### src/integer_matrix_column_multiply_assert.svh
// ---------------------------------------------------------------------------
// integer_matrix_column_multiply assertion macros
// Concurrent assertion helpers; they expand to nothing in synthesis.
// ---------------------------------------------------------------------------
`ifndef INTEGER_MATRIX_COLUMN_MULTIPLY_ASSERT_SVH
`define INTEGER_MATRIX_COLUMN_MULTIPLY_ASSERT_SVH

`ifndef SYNTHESIS
// same-cycle implication
`define IMCM_ASSERT_IMPL(lbl, clk, rst_n, ante, cons) \
    lbl: assert property (@(posedge clk) disable iff (!(rst_n)) (ante) |-> (cons)) \
        else $error("imcm assertion failed");
// next-cycle implication
`define IMCM_ASSERT_NEXT(lbl, clk, rst_n, ante, cons) \
    lbl: assert property (@(posedge clk) disable iff (!(rst_n)) (ante) |=> (cons)) \
        else $error("imcm assertion failed");
`else
`define IMCM_ASSERT_IMPL(lbl, clk, rst_n, ante, cons)
`define IMCM_ASSERT_NEXT(lbl, clk, rst_n, ante, cons)
`endif

`endif

### src/imcm_pkg.sv
// ---------------------------------------------------------------------------
// imcm_pkg
// Shared types, constants and helpers of the column multiply block.
// ---------------------------------------------------------------------------
package imcm_pkg;

    // field widths
    localparam int CMD_W     = 2;
    localparam int IDX_W     = 4;
    localparam int DATA_W    = 32;
    localparam int CFG_W     = 5;
    localparam int CFG_IDX_W = 2;

    // sizing defaults
    localparam int DEF_MAX_DIM  = 16;
    localparam int DIM_CAP_HW   = 16;
    localparam int CMD_Q_DEPTH  = 2;
    localparam int RES_Q_DEPTH  = 4;
    localparam int PEND_W       = $clog2(RES_Q_DEPTH + 1);

    // input command codes
    localparam logic [CMD_W-1:0] CMD_LOAD_A  = 2'd0;
    localparam logic [CMD_W-1:0] CMD_LOAD_B  = 2'd1;
    localparam logic [CMD_W-1:0] CMD_COMPUTE = 2'd2;

    // configuration register indexes
    localparam logic [CFG_IDX_W-1:0] REG_ROWS_A    = 2'd0;
    localparam logic [CFG_IDX_W-1:0] REG_INNER_LEN = 2'd1;
    localparam logic [CFG_IDX_W-1:0] REG_COLS_B    = 2'd2;
    localparam logic [CFG_W-1:0]     CFG_RESET     = 5'd16;

    typedef enum logic [1:0] {
        OP_LOAD_A,
        OP_LOAD_B,
        OP_COMPUTE
    } t_op;

    typedef enum logic {
        BK_IDLE,
        BK_ISSUE
    } t_back_state;

    typedef struct packed {
        logic [CMD_W-1:0]         cmd;
        logic [IDX_W-1:0]         row_index;
        logic [IDX_W-1:0]         col_index;
        logic signed [DATA_W-1:0] element;
    } t_in_item;

    typedef struct packed {
        logic [IDX_W-1:0]         out_row;
        logic [IDX_W-1:0]         out_col;
        logic signed [DATA_W-1:0] product_value;
        logic                     last_of_column;
    } t_out_item;

    // classified command between front and back end
    typedef struct packed {
        t_op               op;
        logic [IDX_W-1:0]  row;
        logic [IDX_W-1:0]  col;
        logic [DATA_W-1:0] element;
    } t_cmd;

    // tag that travels with each multiply-accumulate step
    typedef struct packed {
        logic             first;
        logic             last;
        logic             last_col;
        logic [IDX_W-1:0] row;
        logic [IDX_W-1:0] col;
    } t_tag;

    typedef struct packed {
        logic              busy;
        logic [PEND_W-1:0] pend;
    } t_back_status;

    // zero acts as one, values above the cap saturate
    function automatic logic [CFG_W-1:0] eff_dim(input logic [CFG_W-1:0] v,
                                                 input logic [CFG_W-1:0] cap);
        logic [CFG_W-1:0] res;
        if (v == '0) begin
            res = CFG_W'(1);
        end else if (v > cap) begin
            res = cap;
        end else begin
            res = v;
        end
        return res;
    endfunction

endpackage

### src/imcm_fifo.sv
// ---------------------------------------------------------------------------
// imcm_fifo
// Small synchronous queue with a registered entry array and fill count.
// ---------------------------------------------------------------------------
module imcm_fifo
    import imcm_pkg::*;
#(
    parameter type T     = logic,
    parameter int  DEPTH = 2
) (
    input  logic                       i_clk,
    input  logic                       i_rst_n,
    input  logic                       i_push,
    input  T                           i_data,
    output logic                       o_full,
    input  logic                       i_pop,
    output T                           o_data,
    output logic                       o_empty,
    output logic [$clog2(DEPTH+1)-1:0] o_count
);
    localparam int PW = $clog2(DEPTH);
    localparam int CW = $clog2(DEPTH + 1);

    T              r_mem [DEPTH];
    logic [PW-1:0] r_wr;
    logic [PW-1:0] r_rd;
    logic [CW-1:0] r_cnt;
    logic          do_push;
    logic          do_pop;

    // handshake qualification
    assign o_full  = (r_cnt == CW'(DEPTH));
    assign o_empty = (r_cnt == '0);
    assign do_push = i_push & ~o_full;
    assign do_pop  = i_pop & ~o_empty;
    assign o_data  = r_mem[r_rd];
    assign o_count = r_cnt;

    // entry storage
    always_ff @(posedge i_clk) begin
        if (do_push) begin
            r_mem[r_wr] <= i_data;
        end
    end

    // pointers and count
    always_ff @(posedge i_clk) begin
        if (!i_rst_n) begin
            r_wr  <= '0;
            r_rd  <= '0;
            r_cnt <= '0;
        end else begin
            if (do_push) begin
                r_wr <= (r_wr == PW'(DEPTH - 1)) ? '0 : r_wr + 1'b1;
            end
            if (do_pop) begin
                r_rd <= (r_rd == PW'(DEPTH - 1)) ? '0 : r_rd + 1'b1;
            end
            if (do_push && !do_pop) begin
                r_cnt <= r_cnt + 1'b1;
            end else if (do_pop && !do_push) begin
                r_cnt <= r_cnt - 1'b1;
            end
        end
    end

endmodule

### config.mk
export PLATFORM = sky130hd
export DESIGN_NAME = imcm_fifo
export DESIGN_NICKNAME = d
export VERILOG_FILES = /design/src/integer_matrix_column_multiply_assert.svh /design/src/imcm_pkg.sv /design/src/imcm_fifo.sv
export SDC_FILE = /design/constraint.sdc
export NUM_CORES = 1
export LEC_CHECK = 0
export ABC_AREA = 0
export BUFFER_PORTS_ARGS = -buffer_cell sky130_fd_sc_hd__buf_2
export CORE_AREA = 2 2 39 41
export DETAILED_ROUTE_END_ITERATION = 8
export DIE_AREA = 0 0 41 43
export GPL_TIMING_DRIVEN = 0
export HOLD_SLACK_MARGIN = 0.15
export MAX_ROUTING_LAYER = met4
export PLACE_DENSITY = 0.4
export SYNTH_ARGS = -nofsm -noshare
export SYNTH_HDL_FRONTEND = slang
export SYNTH_SLANG_ARGS = --single-unit
### constraint.sdc
create_clock -name i_clk -period 1.66 [get_ports i_clk]
set_input_delay 0.083 -clock i_clk [delete_from_list [all_inputs] [get_ports i_clk]]
set_output_delay 0.083 -clock i_clk [all_outputs]
set_load 0.02 [all_outputs]
# Word level (Yosys, flattened, before mapping)
# Memory sizes are Yosys's and may differ from the RTL's. A register that Yosys moved wholly into a read port is not among the register bits.
# Cells that the tools add are included.
# totals
regBits	4
ram_bits	2
input_bits	5
output_inout_bits	5
word_cells	27
memories	1
# mem_list
name	words	width	read_ports	rd_ports_with_merged_regs	write_ports	line_no	source
r_mem	2	1	1	1	1	imcm_fifo.sv:24	T r_mem [DEPTH];
# op_classes
n_addsub	4
n_eq_ne	1
mux	8
n_bitwise	4
reduce_logical	6
# op_table
op	n
$mux W1	6
$mux W2	2
$add A1 B1 Y1 const B	2
$add A2 B1 Y2 const B	1
$and A1 B1 Y1	2
$eq A2 B2 Y1 const B	1
$logic_and A1 B1 Y1	2
$logic_not A1 Y1	2
$logic_not A2 Y1	1
$not A1 Y1	2
$reduce_bool A2 Y1	1
$sub A2 B1 Y2 const B	1

# Depth between registers and ports, before layout
# depth
word_depth	7
mapped_depth	7

# Worst setup path after synthesis
# OpenSTA, ideal clock, no wires.
# synth_path
kind	reg-to-reg
startpoint	register r_cnt[0], in the netlist o_count[0]
endpoint	register r_cnt[1], in the netlist o_count[1]
setup_time_ps	70
arrival_time_ps	1583
slack_ps	7
path_stages_with_launch	7
n_path_buf	0
synth_period_minus_slack_ps	1653
path_cell_list	dfxtp_1 -> nand2b_1 -> inv_2 -> nor2_1 -> ha_1 -> or3_1 -> a21boi_1
# synth_between
elab_chain_len	6
word_cells_on_any_way	15
classes_between	add/sub (2); eq/ne (1); mux (2); bitwise (4); reduce/logical (6)
# synth_lines
element	line_no	source
start, declared	imcm_fifo.sv:27	logic [CW-1:0] r_cnt;
start signal, assigned	imcm_fifo.sv:60	r_cnt <= r_cnt + 1'b1;
start signal, assigned	imcm_fifo.sv:62	r_cnt <= r_cnt - 1'b1;
$eq A2 B2 Y1 *	imcm_fifo.sv:32	assign o_full = (r_cnt == CW'(DEPTH));
via o_full	imcm_fifo.sv:15	output logic o_full,
$not A1 Y1 *	imcm_fifo.sv:34	assign do_push = i_push & ~o_full;
$and A1 B1 Y1 *	imcm_fifo.sv:34	
$logic_not A1 Y1	imcm_fifo.sv:61	end else if (do_pop && !do_push) begin
$logic_and A1 B1 Y1	imcm_fifo.sv:61	
$reduce_bool A2 Y1 (no line)	--	
# Mark *: on every way through the listed nets, which the timed path passes. The rest lies on a longest branch. The select of a mux whose other input is x is not followed.
# A chain may end at the register's enable or synchronous reset.

# Final worst setup path
# layout_path
startpoint	register r_cnt[0], in the netlist o_count[0]
endpoint	register r_cnt[1], in the netlist o_count[1]
# layout_between
elab_chain_len	6
word_cells_on_any_way	15
classes_between	add/sub (2); eq/ne (1); mux (2); bitwise (4); reduce/logical (6)
# layout_lines
element	line_no
$eq A2 B2 Y1 / $logic_not A2 Y1 (equally long branches)	imcm_fifo.sv:32, imcm_fifo.sv:33
$not A1 Y1 (on tied branches)	imcm_fifo.sv:34, imcm_fifo.sv:35
$and A1 B1 Y1 (on tied branches)	imcm_fifo.sv:34, imcm_fifo.sv:35
$logic_not A1 Y1 (on tied branches)	imcm_fifo.sv:61, imcm_fifo.sv:59
$logic_and A1 B1 Y1 (on tied branches)	imcm_fifo.sv:61, imcm_fifo.sv:59
$reduce_bool A2 Y1 (no line) / $mux W2 (equally long branches)	--
# Several ways; a longest one is shown, not always the timed one. The select of a mux whose other input is x is not followed.

==> results.yml <==
run_status:
  status: "finished clean"
floorplanning:
  start_util_pct: 22.1
  die_h_um: 43
  die_w_um: 41
  die_area_um2: 1760
  row_count: 14
  core_area_um2: 1380
  pin_count: 10
critical_path:
  crit_buf_inv: 1
  cpMaxStageDelayCell: "or3_1"
  end_kind: "register"
  crit_required_ns: 1.84
  path_class: "register to register"
  worst-path-max-fanout: 6
  cp_top_family: "simple AND/OR/NAND/NOR gates"
  slowest_delay_ns: 0.36
  cp-start-kind: "register"
  crit_arrival_ns: 1.71
  critPathLaunch: "o_count[0]$_SDFFE_PN0P_"
  crit_path_cell_trace: "nand2b_1 -> inv_2 -> nor2_1 -> ha_1 -> or3_1 -> a21boi_1"
  rr_startpoint: "o_count[0]$_SDFFE_PN0P_"
place:
  gp_congestion: 0.678
  place_hpwl_um: 433
  place_inst: 53
  io_buffers: 9
sta:
  maxSlewViolCount: 0
  worst_pin_slew_ns: 0.234
  finalClockSkew_ns: 0.00244
  max_slew_margin_pct: 84.3
  final-hold-violation-count: 0
  period_share_pct: 92.3
  fin_crit_ns: 1.53
  setup_tns_ns: 0
  setup_viol: 0
  fin_worst_hold_slack_ns: 0.214
  rsz0062_at_grt: "no"
  clock.fmax_mhz: 653
drt:
  vias: 238
  ant_nets: 0
  remaining_drc_errors: 0
  drt_pass1_iterations: 2
  via_per_inst: 4.03
  postRouteWirelength_um: 545
  wl_per_cell_um: 9.24
  drt_iter0_drc: 1
layout:
  area_growth_pct: 36.9
  layout.nets: 50
  drive_gt1_share_pct: 37.2
  instances_no_fill: 59
  diodes: 0
grt:
  grt_pass1_wl_um: 890
  grt_pass1_vias: 228
  antenna_found_initial: 0
  grt_max_degree: 7
  grtUsageTotal_pct: 7.85
  grt_overflow: 0
clocking:
  cts_root_buffer: "clkbuf_4"
  clkSinkCount: 7
  cts_setup_buffers: 0
  cts_buffers: 3
  ctsLongestPathBuffers: 2
  clk_latency_ns: 0.24
  h-tree-depth: 1
  clk_pin_slew_worst_paths_ns: 0.05
  cts_tree: "yes"
synth:
  yosys-top-cells-area: "dfxtp_1 33%, edfxtp_1 20%, and2_1 6.1%"
  synth-seq-cells: 7
  yosysSeqAreaShare_pct: 52.5
  synth_nets: 34
  syn_inst: 28
  synth.avg_cell_area_um2: 10.9
  synth_top_area_share_pct: 32.8
  syn-cell-area_um2: 305
  yosysWarnings: 0
  synth_cell_types: 19
  yosys.area.top_type: "dfxtp_1"
hold_path:
  hp-class: "input pin to register"
  hold_start: "i_push"
power_and_ir_drop:
  ir_drop_v: 0.000580
  total_leakage_power_uw: 0.000186
  cellPowerDensity_nw_per_um2: 1800
job:
  cap_violations: 0
path summary, 6_finish.rpt:
kind / to / slack [ns] / cells after the start
setup / recovery: o_count[1]$_SDFFE_PN0P_ / 0.13 / 6
hold / removal: r_mem[1]$_DFFE_PP_ / 0.21 / 2
setup reg to reg: o_count[1]$_SDFFE_PN0P_ / 0.13 / 6
hold reg to reg: o_count[1]$_SDFFE_PN0P_ / 0.56 / 2
synthesized netlist by cell type (all sizes together):
cell,count
dfxtp,5
and2,3
a21boi,2
edfxtp,2
inv,2
nor2,2
o21ai,2
xnor2,2
and3,1
ha,1
mux2,1
nand2b,1
nor3,1
o21a,1
or3,1
xor2,1
cells in the final DEF (no fill, tap or decap), types with 2 or more instances in the layout:
cell and instances:
nor2_1 2, buf_2 9, dfxtp_1 4, edfxtp_1 2
clkbuf_4 3, xnor2_1 2, and2_1 3, dlygate4sd3_1 2
timing repair:
action / in CTS / in global routing
resized for setup: 0 / 1
hold endpoints to repair: 7 / 0
hold buffers: 2 / 0
endpoints found under the setup margin: 0 / 1
area by class of cell:
| cell class | instances | area, µm² |
|---|---|---|
| inverters | 2 | 7.51 |
| well taps | 16 | 20.0 |
| fillers | 154 | 966 |
| multi-input cells | 19 | 138 |
| flip-flops and latches | 7 | 161 |
| clock buffers | 4 | 26.3 |
| repair buffers | 11 | 65.1 |
stage by stage:
step	total power [µW]	utilization (%)	setup WS, ns	instance area, µm²
3_5_place_dp	601	26.8	0.0715	370
2_1_floorplan	508	-	0.00695	305
3_3_place_gp	585	26.8	0.0995	370
6_report	752	30.2	0.128	418
4_1_cts	760	30.1	0.0503	417
5_1_grt	810	30.2	0.0296	418
metal layers:
layer | share of wire (%) | track usage [%] | wire length, µm
met5 | 0 | - | 0
met4 | 0 | 6.00 | 0
met3 | 3.5 | 3.14 | 19
met2 | 54 | 10.3 | 294
met1 | 42 | 9.12 | 231
power by group:
group	total (µW)	internal (µW)	switching, µW
sequential	273	231	42.1
clock	150	91.5	58.8
combinational	328	147	181
cells by family (layout without fill, tap and decap cells):
logic type                 count (synthesis)  in the layout  synth area share, %
and+or+nand+nor                            9              9                 18.0
DFF                                        7              7                 52.5
AOI/OAI and AO/OA                          5              5                 10.7
xor gates and xnor gates                   3              3                 8.61
buffers and inverters                      2             17                 2.46
adders and majority gates                  1              1                 4.10
muxes                                      1              1                 3.69
(Power assumes the default switching activity.)
