## src/integer_matrix_column_multiply_assert.svh

```systemverilog
// ---------------------------------------------------------------------------
// integer_matrix_column_multiply assertion macros
// Concurrent assertion helpers; they expand to nothing in synthesis.
// ---------------------------------------------------------------------------
`ifndef INTEGER_MATRIX_COLUMN_MULTIPLY_ASSERT_SVH
`define INTEGER_MATRIX_COLUMN_MULTIPLY_ASSERT_SVH

`ifndef SYNTHESIS
// same-cycle implication
`define IMCM_ASSERT_IMPL(lbl, clk, rst_n, ante, cons) \
    lbl: assert property (@(posedge clk) disable iff (!(rst_n)) (ante) |-> (cons)) \
        else $error("imcm assertion failed");
// next-cycle implication
`define IMCM_ASSERT_NEXT(lbl, clk, rst_n, ante, cons) \
    lbl: assert property (@(posedge clk) disable iff (!(rst_n)) (ante) |=> (cons)) \
        else $error("imcm assertion failed");
`else
`define IMCM_ASSERT_IMPL(lbl, clk, rst_n, ante, cons)
`define IMCM_ASSERT_NEXT(lbl, clk, rst_n, ante, cons)
`endif

`endif

```

## src/imcm_pkg.sv

```systemverilog
// ---------------------------------------------------------------------------
// imcm_pkg
// Shared types, constants and helpers of the column multiply block.
// ---------------------------------------------------------------------------
package imcm_pkg;

    // field widths
    localparam int CMD_W     = 2;
    localparam int IDX_W     = 4;
    localparam int DATA_W    = 32;
    localparam int CFG_W     = 5;
    localparam int CFG_IDX_W = 2;

    // sizing defaults
    localparam int DEF_MAX_DIM  = 16;
    localparam int DIM_CAP_HW   = 16;
    localparam int CMD_Q_DEPTH  = 2;
    localparam int RES_Q_DEPTH  = 4;
    localparam int PEND_W       = $clog2(RES_Q_DEPTH + 1);

    // input command codes
    localparam logic [CMD_W-1:0] CMD_LOAD_A  = 2'd0;
    localparam logic [CMD_W-1:0] CMD_LOAD_B  = 2'd1;
    localparam logic [CMD_W-1:0] CMD_COMPUTE = 2'd2;

    // configuration register indexes
    localparam logic [CFG_IDX_W-1:0] REG_ROWS_A    = 2'd0;
    localparam logic [CFG_IDX_W-1:0] REG_INNER_LEN = 2'd1;
    localparam logic [CFG_IDX_W-1:0] REG_COLS_B    = 2'd2;
    localparam logic [CFG_W-1:0]     CFG_RESET     = 5'd16;

    typedef enum logic [1:0] {
        OP_LOAD_A,
        OP_LOAD_B,
        OP_COMPUTE
    } t_op;

    typedef enum logic {
        BK_IDLE,
        BK_ISSUE
    } t_back_state;

    typedef struct packed {
        logic [CMD_W-1:0]         cmd;
        logic [IDX_W-1:0]         row_index;
        logic [IDX_W-1:0]         col_index;
        logic signed [DATA_W-1:0] element;
    } t_in_item;

    typedef struct packed {
        logic [IDX_W-1:0]         out_row;
        logic [IDX_W-1:0]         out_col;
        logic signed [DATA_W-1:0] product_value;
        logic                     last_of_column;
    } t_out_item;

    // classified command between front and back end
    typedef struct packed {
        t_op               op;
        logic [IDX_W-1:0]  row;
        logic [IDX_W-1:0]  col;
        logic [DATA_W-1:0] element;
    } t_cmd;

    // tag that travels with each multiply-accumulate step
    typedef struct packed {
        logic             first;
        logic             last;
        logic             last_col;
        logic [IDX_W-1:0] row;
        logic [IDX_W-1:0] col;
    } t_tag;

    typedef struct packed {
        logic              busy;
        logic [PEND_W-1:0] pend;
    } t_back_status;

    // zero acts as one, values above the cap saturate
    function automatic logic [CFG_W-1:0] eff_dim(input logic [CFG_W-1:0] v,
                                                 input logic [CFG_W-1:0] cap);
        logic [CFG_W-1:0] res;
        if (v == '0) begin
            res = CFG_W'(1);
        end else if (v > cap) begin
            res = cap;
        end else begin
            res = v;
        end
        return res;
    endfunction

endpackage

```

## src/imcm_front.sv

```systemverilog
// ---------------------------------------------------------------------------
// imcm_front
// Accepts items, drops those with no effect and registers the rest as
// classified commands for the back end.
// ---------------------------------------------------------------------------
module imcm_front
    import imcm_pkg::*;
#(
    parameter int MAX_DIM = DEF_MAX_DIM
) (
    input  logic             i_clk,
    input  logic             i_rst_n,
    input  logic             i_push,
    output logic             o_full,
    input  t_in_item         i_item,
    input  logic [CFG_W-1:0] i_cols,
    output logic             o_cmd_vld,
    output t_cmd             o_cmd,
    input  logic             i_q_full
);
    logic r_vld;
    t_cmd r_cmd;
    logic keep;
    logic in_store;
    logic accept;
    t_cmd n_cmd;

    // load must land inside the store
    assign in_store = (32'(i_item.row_index) < 32'(MAX_DIM)) &&
                      (32'(i_item.col_index) < 32'(MAX_DIM));

    // classify the item
    always_comb begin
        n_cmd.row     = i_item.row_index;
        n_cmd.col     = i_item.col_index;
        n_cmd.element = i_item.element;
        n_cmd.op      = OP_COMPUTE;
        keep          = 1'b0;
        unique case (i_item.cmd)
            CMD_LOAD_A: begin
                n_cmd.op = OP_LOAD_A;
                keep     = in_store;
            end
            CMD_LOAD_B: begin
                n_cmd.op = OP_LOAD_B;
                keep     = in_store;
            end
            CMD_COMPUTE: begin
                n_cmd.op = OP_COMPUTE;
                keep     = ({1'b0, i_item.col_index} < i_cols);
            end
            default: begin
                keep = 1'b0;
            end
        endcase
    end

    assign o_full    = r_vld & i_q_full;
    assign accept    = i_push & ~o_full;
    assign o_cmd_vld = r_vld;
    assign o_cmd     = r_cmd;

    // holding register in front of the command queue
    always_ff @(posedge i_clk) begin
        if (!i_rst_n) begin
            r_vld <= 1'b0;
        end else if (accept) begin
            r_vld <= keep;
        end else if (r_vld && !i_q_full) begin
            r_vld <= 1'b0;
        end
    end

    always_ff @(posedge i_clk) begin
        if (accept) begin
            r_cmd <= n_cmd;
        end
    end

endmodule

```

## config.mk

```make
export PLATFORM = sky130hd
export DESIGN_NAME = imcm_front
export DESIGN_NICKNAME = d
export VERILOG_FILES = /design/src/integer_matrix_column_multiply_assert.svh /design/src/imcm_pkg.sv /design/src/imcm_front.sv
export SDC_FILE = /design/constraint.sdc
export NUM_CORES = 1
export LEC_CHECK = 0
export BUFFER_PORTS_ARGS = -buffer_cell sky130_fd_sc_hd__buf_2
export CORE_ASPECT_RATIO = 1.1
export CORE_MARGIN = 5
export CORE_UTILIZATION = 25
export DETAILED_ROUTE_END_ITERATION = 10
export REMOVE_ABC_BUFFERS = 1
export SETUP_SLACK_MARGIN = 0.1
export SKIP_CTS_REPAIR_TIMING = 1
export SLEW_MARGIN = 30
export SYNTH_ARGS = -nofsm -noshare
export SYNTH_HDL_FRONTEND = slang
export SYNTH_SLANG_ARGS = --single-unit
```

## constraint.sdc

```tcl
create_clock -name i_clk -period 4.8 [get_ports i_clk]
set_input_delay 0.96 -clock i_clk [delete_from_list [all_inputs] [get_ports i_clk]]
set_output_delay 0.96 -clock i_clk [all_outputs]
set_load 0.02 [all_outputs]
```

# --- After elaboration in Yosys (flattened, before gate mapping) ---
# Cells that the tools add are included.
# W data, S select, Z words.
totals:
  n_memories: 0
  mem_bits_rw: 0
  word_cells: 20
  ff_bits: 43
  latch_bits: 0
  rom_bits: 0
op_classes:
  multipliers: 0
  n_shift: 0
  magnitude_cmp: 1
  n_bitwise: 3
  n_mux: 4
  reduce_logical: 5
  addsub: 0
  n_eq_ne: 2
  div_mod_pow: 0
ops:
  columns: ["cell", "n"]
  rows:
  - ["$lt A4 B5 Y1", 1]
  - ["$pmux W2 S2", 1]
  - ["$and A1 B1 Y1", 2]
  - ["$eq A2 B1 Y1 const B", 1]
  - ["$eq A2 B2 Y1 const B", 1]
  - ["$logic_not A2 Y1", 1]
  - ["$mux W1", 2]
  - ["$pmux W1 S2", 1]
  - ["$reduce_bool A2 Y1", 1]
  - ["$reduce_or A2 Y1", 1]
  - ["$logic_and A1 B1 Y1", 1]
  - ["$logic_not A1 Y1", 1]
  - ["$not A1 Y1", 1]

# --- Depth between registers and ports, before layout ---
# Gate-level depths: netlist (run 1).
depth:
  ltp_word: 4
  ltp_mapped: 5
  depth_no_buf: 5

# --- Worst setup path before layout (run 1) ---
# No wires, ideal clock.
synth_timing:
  path_type: "input port to flip-flop"
  start: "input i_q_full"
  end: "register r_cmd (netlist bit o_cmd[0]) (enable)"
  path_slack_ns: 1.253
  arrival_ns: 3.102
  required_time_ns: 4.354
  cell_stages: 2
  cell_sequence: "and2_1 > nor2b_1"
synth_via:
  elab_chain_cells: 3
synth_lines:
  columns: ["item", "line", "rtl"]
  rows:
  - ["start: declaration", "imcm_front.sv:19", "input logic i_q_full"]
  - ["$and A1 B1 Y1", "imcm_front.sv:58", "assign o_full = r_vld & i_q_full;"]
  - ["$not A1 Y1", "imcm_front.sv:59", "assign accept = i_push & ~o_full;"]
  - ["$and A1 B1 Y1", "imcm_front.sv:59", null]
  - ["named net accept", "imcm_front.sv:25", "logic accept;"]
  - ["end signal: assignment", "imcm_front.sv:76", "r_cmd <= n_cmd;"]
  - ["end: declaration", "imcm_front.sv:22", "t_cmd r_cmd;"]
# The timed path passes the listed nets, and every way through them passes these cells.
# A chain may end at the register's enable or synchronous reset.

# --- Worst setup path in the final report (run 1) ---
layout_timing:
  start: "input i_q_full"
  end: "output o_full"
layout_via:
  elab_chain_cells: 1
layout_lines:
  columns: ["item", "line", "rtl"]
  rows:
  - ["$and A1 B1 Y1", "imcm_front.sv:58", null]
  - ["end: declaration", "imcm_front.sv:14", "output logic o_full,"]
# Every way passes these cells.

==> results.ini, run 1 <==
[yosys]
yosysTopAreaCell=edfxtp_1
yosys-top-cells-area=edfxtp_1, ha_1, dfxtp_1
yosysWarnings=0
synth-simple-area-share=0.0388
syn_avg_cell_area_um2=22.5
synth_cell_types=16
synth_compound_area_frac=0.0212
synth_cells=63
synth_fa_ha_area_frac=0.0265
netlist.area_leader.share=0.889
synth-xor-area-share=0
synth_top_family_by_area=simple AND/OR/NAND/NOR gates
muxShareOfSynthArea=0
ys_ff_latch=43
netlist_area_um2=1420
synth.yosys.seq_area_share=0.903

[final_layout]
fill_cells=545
multiInputGateArea_um2=130
drive_gt1_frac=0.636
area_delta_synth_final_pct=49.9
final_nets=218
fin_util=0.389
regArea_um2=1280
n_antenna_cell=0

[timing]
drv_slew=0
fin_skew_ns=0.00903
timing.hold.ws_ns=0.740
final.period_utilization=0.495
worst_pin_slew_ns=0.648
fmax_ghz=0.421
slew_headroom=0.567
finalHoldViolCount=0
period_minus_slack_ns=2.38
rsz0062_at_grt=no
finalSetupTns_ns=0
setup_viol=0

[floorplanning]
die_w_um=81.8
die_area_um2=7280
start_util=0.260
io_pins=95
rows=28
die_h_um=89.0
core_area_um2=5470

[global_routing]
grt_start_max_net_pins=23
track_usage=0.0861
grt_first_pass_wirelength_mm=4.60
grt_pass1_vias=1001
gr-total-overflow=0
antenna_found_initial=0

[routing]
antenna_left=0
vias_per_cell=3.81
wire_per_inst_um=12.5
initialDrtViolationCount=3
drtPass1Iterations=2
drc=0
wirelength_mm=3.00
dr_total_vias=914

[worst_setup_path]
crit_path_end_kind=output port
start_kind=primary input
worst-endpoint-required_ns=3.84
crit_type=in -> out
worst_ep_arrival_time_ns=1.42
path_max_fanout=3

[clock_network]
numCtsBuffers=5
insertion_delay_ns=0.28
clock_sinks=43
cts.clk_slew.worst_paths_ns=0.08
htreeDepth=2
cts_tree=built
root_buffer=clkbuf_8
cts_max_path_buffers=2

[flow_run]
max_cap_viol_count=0

[power_and_ir_drop]
p_per_area_nw_per_um2=384
irDropWorstVdd_uv=183
p_leak_nw=0.941

[placed_design]
globalplace.congestion=0.704
port_buffers=94

[worst_hold_path]
hold_class=reg -> reg

[status]
run_status=completed

## worst max-delay path, stage by stage
cell    delay (ns)
buf_2         0.07
and2_1        0.19
buf_2         0.19
## cell type report
class                           count  share of cell area
Clock buffer                        5              0.0324
Clock inverter                      3              0.0206
Inverter                            3             0.00529
Multi-Input combinational cell     16              0.0612
Sequential cell                    43               0.602
Tap cell                           75              0.0441
Timing Repair Buffer               95               0.234
## placed cells by master (no fill, tap or decap), drive strengths merged, types with 2 or more instances in the layout
| cell type | Yosys | layout |
|---|---|---|
| ha | 3 | 3 |
| o21ai | 2 | 2 |
| clkbuf | 1 | 5 |
| nor2b | 2 | 2 |
| buf | 0 | 95 |
| inv | 3 | 3 |
| edfxtp | 42 | 42 |
| and2b | 2 | 2 |
| clkinv | 0 | 2 |
## cells in the mapped netlist
| master | instances |
|---|---|
| ha_1 | 3 |
| nand3_1 | 1 |
| inv_1 | 3 |
| nor2b_1 | 2 |
| nand2_1 | 1 |
| clkbuf_1 | 1 |
| o21ai_0 | 1 |
| and2_1 | 1 |
| and3b_1 | 1 |
| nor2_1 | 1 |
| o21ai_1 | 1 |
| o211ai_1 | 1 |
| dfxtp_1 | 1 |
| a211oi_2 | 1 |
| and2b_1 | 2 |
| edfxtp_1 | 42 |
## stage by stage
| stage | instances | setup WS, ns | power [mW] | cell area [um^2] |
|---|---|---|---|---|
| final | 240 | 2.42 | 0.816 | 2130 |
| after global placement | 231 | 2.27 | 0.552 | 1990 |
| after floorplan | 62 | 1.25 | 0.505 | 1420 |
| after detailed placement | 232 | 2.41 | 0.557 | 2010 |
| after global routing | 240 | 2.38 | 0.859 | 2130 |
| after CTS | 240 | 2.41 | 0.832 | 2130 |
## path summary, 6_finish.rpt
| kind | from | to | slack (ns) | cells past startpoint |
|---|---|---|---|---|
| worst min register to register | o_cmd_vld | o_cmd_vld | 0.74 | 3 |
| worst min-delay path | o_cmd_vld | o_cmd_vld | 0.74 | 3 |
| worst max register to register | o_cmd_vld | o_cmd[29] | 3.21 | 3 |
| worst max-delay path | i_q_full | o_full | 2.42 | 3 |
## logic make-up after synthesis
family          after synthesis
simple gates                  9
flops                        43
compound gates                4
fa+ha+maj                     3
buf+inv                       4
## registers in the layout, indices dropped and copies added (netlist names)
register	flops
o_cmd	42
o_cmd_vld	1
## power by group
group / total, mW / switching [mW] / internal [mW]
logic: 0.0989 / 0.0606 / 0.0384
registers: 0.446 / 0.00519 / 0.441
clock network: 0.270 / 0.116 / 0.155
## metal layers
metal	up-vias	share of wire	global-route usage
met5	-	0	0
met4	0	0.016	0.0408
met3	5	0.17	0.0565
met2	69	0.44	0.133
met1	401	0.37	0.0911
li1	439	-	-
Note: power is estimated with default switching activity, not from simulation.
==> run 2: changes to the inputs <==
Clock period 4.8 ns to 2 ns, I/O delays scaled along.
==> results.ini, run 2 (same netlist as run 1, synthesis figures left out) <==
[clock_network]
root_buffer=clkbuf_8
clock_sinks=43  ; unchanged
htreeDepth=2  ; unchanged
cts.clk_slew.worst_paths_ns=0.08  ; about the same
cts_max_path_buffers=2  ; unchanged
insertion_delay_ns=0.28  ; about the same
numCtsBuffers=5  ; unchanged
cts_tree=built

[timing]
drv_slew=0  ; unchanged
period_minus_slack_ns=1.43
worst_pin_slew_ns=0.255  ; -0.394 ns
finalSetupTns_ns=0  ; unchanged
rsz0062_at_grt=no
finalHoldViolCount=0  ; unchanged
fmax_ghz=0.700
setup_viol=0  ; unchanged
fin_skew_ns=0.00589  ; -0.00315 ns
final.period_utilization=0.714
slew_headroom=0.830  ; +0.263
timing.hold.ws_ns=0.283  ; -0.457 ns

[status]
run_status=completed

[final_layout]
area_delta_synth_final_pct=48.7
largest_reg_flops=42  ; unchanged
final_cell_mix=buf_2, edfxtp_1, clkbuf_8
final_nets=219  ; +0.46%
mostFrequentLayoutCell=buf_2
drive_gt1_frac=0.633  ; -0.00383
fill_cells=549  ; +0.73%
n_antenna_cell=0  ; unchanged

[power_and_ir_drop]
p_leak_nw=0.936  ; -0.56%
p_per_area_nw_per_um2=918  ; +140%
irDropWorstVdd_uv=452  ; +150%

[floorplanning]
rows=28  ; unchanged
die_h_um=89.0  ; unchanged
die_area_um2=7280  ; unchanged
core_area_um2=5470  ; unchanged
io_pins=95  ; unchanged
die_w_um=81.8  ; unchanged
start_util=0.260  ; unchanged

[global_routing]
grt_pass1_vias=974  ; -2.7%
antenna_found_initial=0  ; unchanged
gr-total-overflow=0  ; unchanged
track_usage=0.0852  ; -0.000970
grt_first_pass_wirelength_mm=4.51  ; -2.1%
grt_start_max_net_pins=22  ; -4.3%

[worst_hold_path]
hold_class=in -> reg
min_to=o_cmd[39]
hold_depth=1  ; -2
min_from=i_item[39]

[routing]
vias_per_cell=3.86  ; +1.4%
wirelength_mm=3.08  ; +2.9%
dr_total_vias=931  ; +1.9%
antenna_left=0  ; unchanged
drtPass1Iterations=2  ; unchanged
wire_per_inst_um=12.8  ; +2.4%
initialDrtViolationCount=28  ; +25
drc=0  ; unchanged

[worst_setup_path]
worst_ep_arrival_time_ns=1.03  ; -0.39 ns
path_max_fanout=3  ; unchanged
r2r_cells=3  ; unchanged
worst-endpoint-required_ns=1.60  ; -2.24 ns
critical_path.slowest_cell=dfxtp_1
crit_type=reg -> out
start_kind=flop
crit_path_end_kind=output port
reg2reg_to=o_cmd[29]
path_delay_family=flip-flops
critPathMaxStageDelay_ns=0.35  ; +0.16 ns
path_buf_inv=1  ; -1
worstPathCellList=and2_1 > buf_2
r2r-start=o_cmd_vld
worst-r2r-setup-slack_ns=0.79  ; -2.42 ns

[placed_design]
globalplace.congestion=0.702  ; -0.28%
port_buffers=94  ; unchanged
dp_hpwl_mm=2.55

[flow_run]
max_cap_viol_count=0  ; unchanged

## run 2: cell types whose count changed in the layout (fill, tap and decap cells not counted)
cell and change:
buf_16 -1, buf_4 +2, clkinv_1 +1, clkinv_4 -1
## run 2: power by group
part | total, mW | switching (mW) | internal, mW
Clock | 0.632 | 0.267 | 0.365
Sequential | 1.07 | 0.0137 | 1.06
Combinational | 0.231 | 0.144 | 0.0875
Total | 1.94 | 0.424 | 1.51
## run 2: layout make-up
| cell class | count | area [um^2] | area share |
|---|---|---|---|
| Sequential cell | 43 | 1280 | 0.607 |
| Clock inverter | 3 | 38.8 | 0.0184 |
| Inverter | 3 | 11.3 | 0.00534 |
| Tap cell | 75 | 93.8 | 0.0445 |
| Multi-Input combinational cell | 16 | 130 | 0.0617 |
| Clock buffer | 5 | 68.8 | 0.0326 |
| Timing Repair Buffer | 96 | 485 | 0.230 |
## run 2: routing by layer
metal  vias to the layer above  global-route usage  share of wire
li1                        443                   -              -
met1                       413              0.0927           0.37
met2                        69               0.130           0.45
met3                         6              0.0534           0.16
met4                         0              0.0408          0.018
met5                         -                   0              0
## run 2: worst max path at each step
stage,to,depth (start not counted),start
floorplan,o_cmd[0],2,i_q_full
global placement,o_cmd[30],4,i_q_full
detailed placement,o_cmd[30],4,i_q_full
CTS,o_full,2,o_cmd_vld
global route,o_full,2,o_cmd_vld
finish,o_full,2,o_cmd_vld
## run 2: stage by stage
stage / worst slack, ns / instance area [um^2] / power (mW) / std cells / util
5_1_grt: 0.490 / 2110 / 2.02 / 241 / 0.386
3_5_place_dp: 0.583 / 2000 / 1.33 / 233 / 0.366
2_1_floorplan: -0.987 / 1420 / 1.21 / 62 / -
4_1_cts: 0.543 / 2110 / 1.97 / 241 / 0.386
6_report: 0.571 / 2110 / 1.94 / 241 / 0.386
3_3_place_gp: 0.597 / 2000 / 1.33 / 233 / 0.366
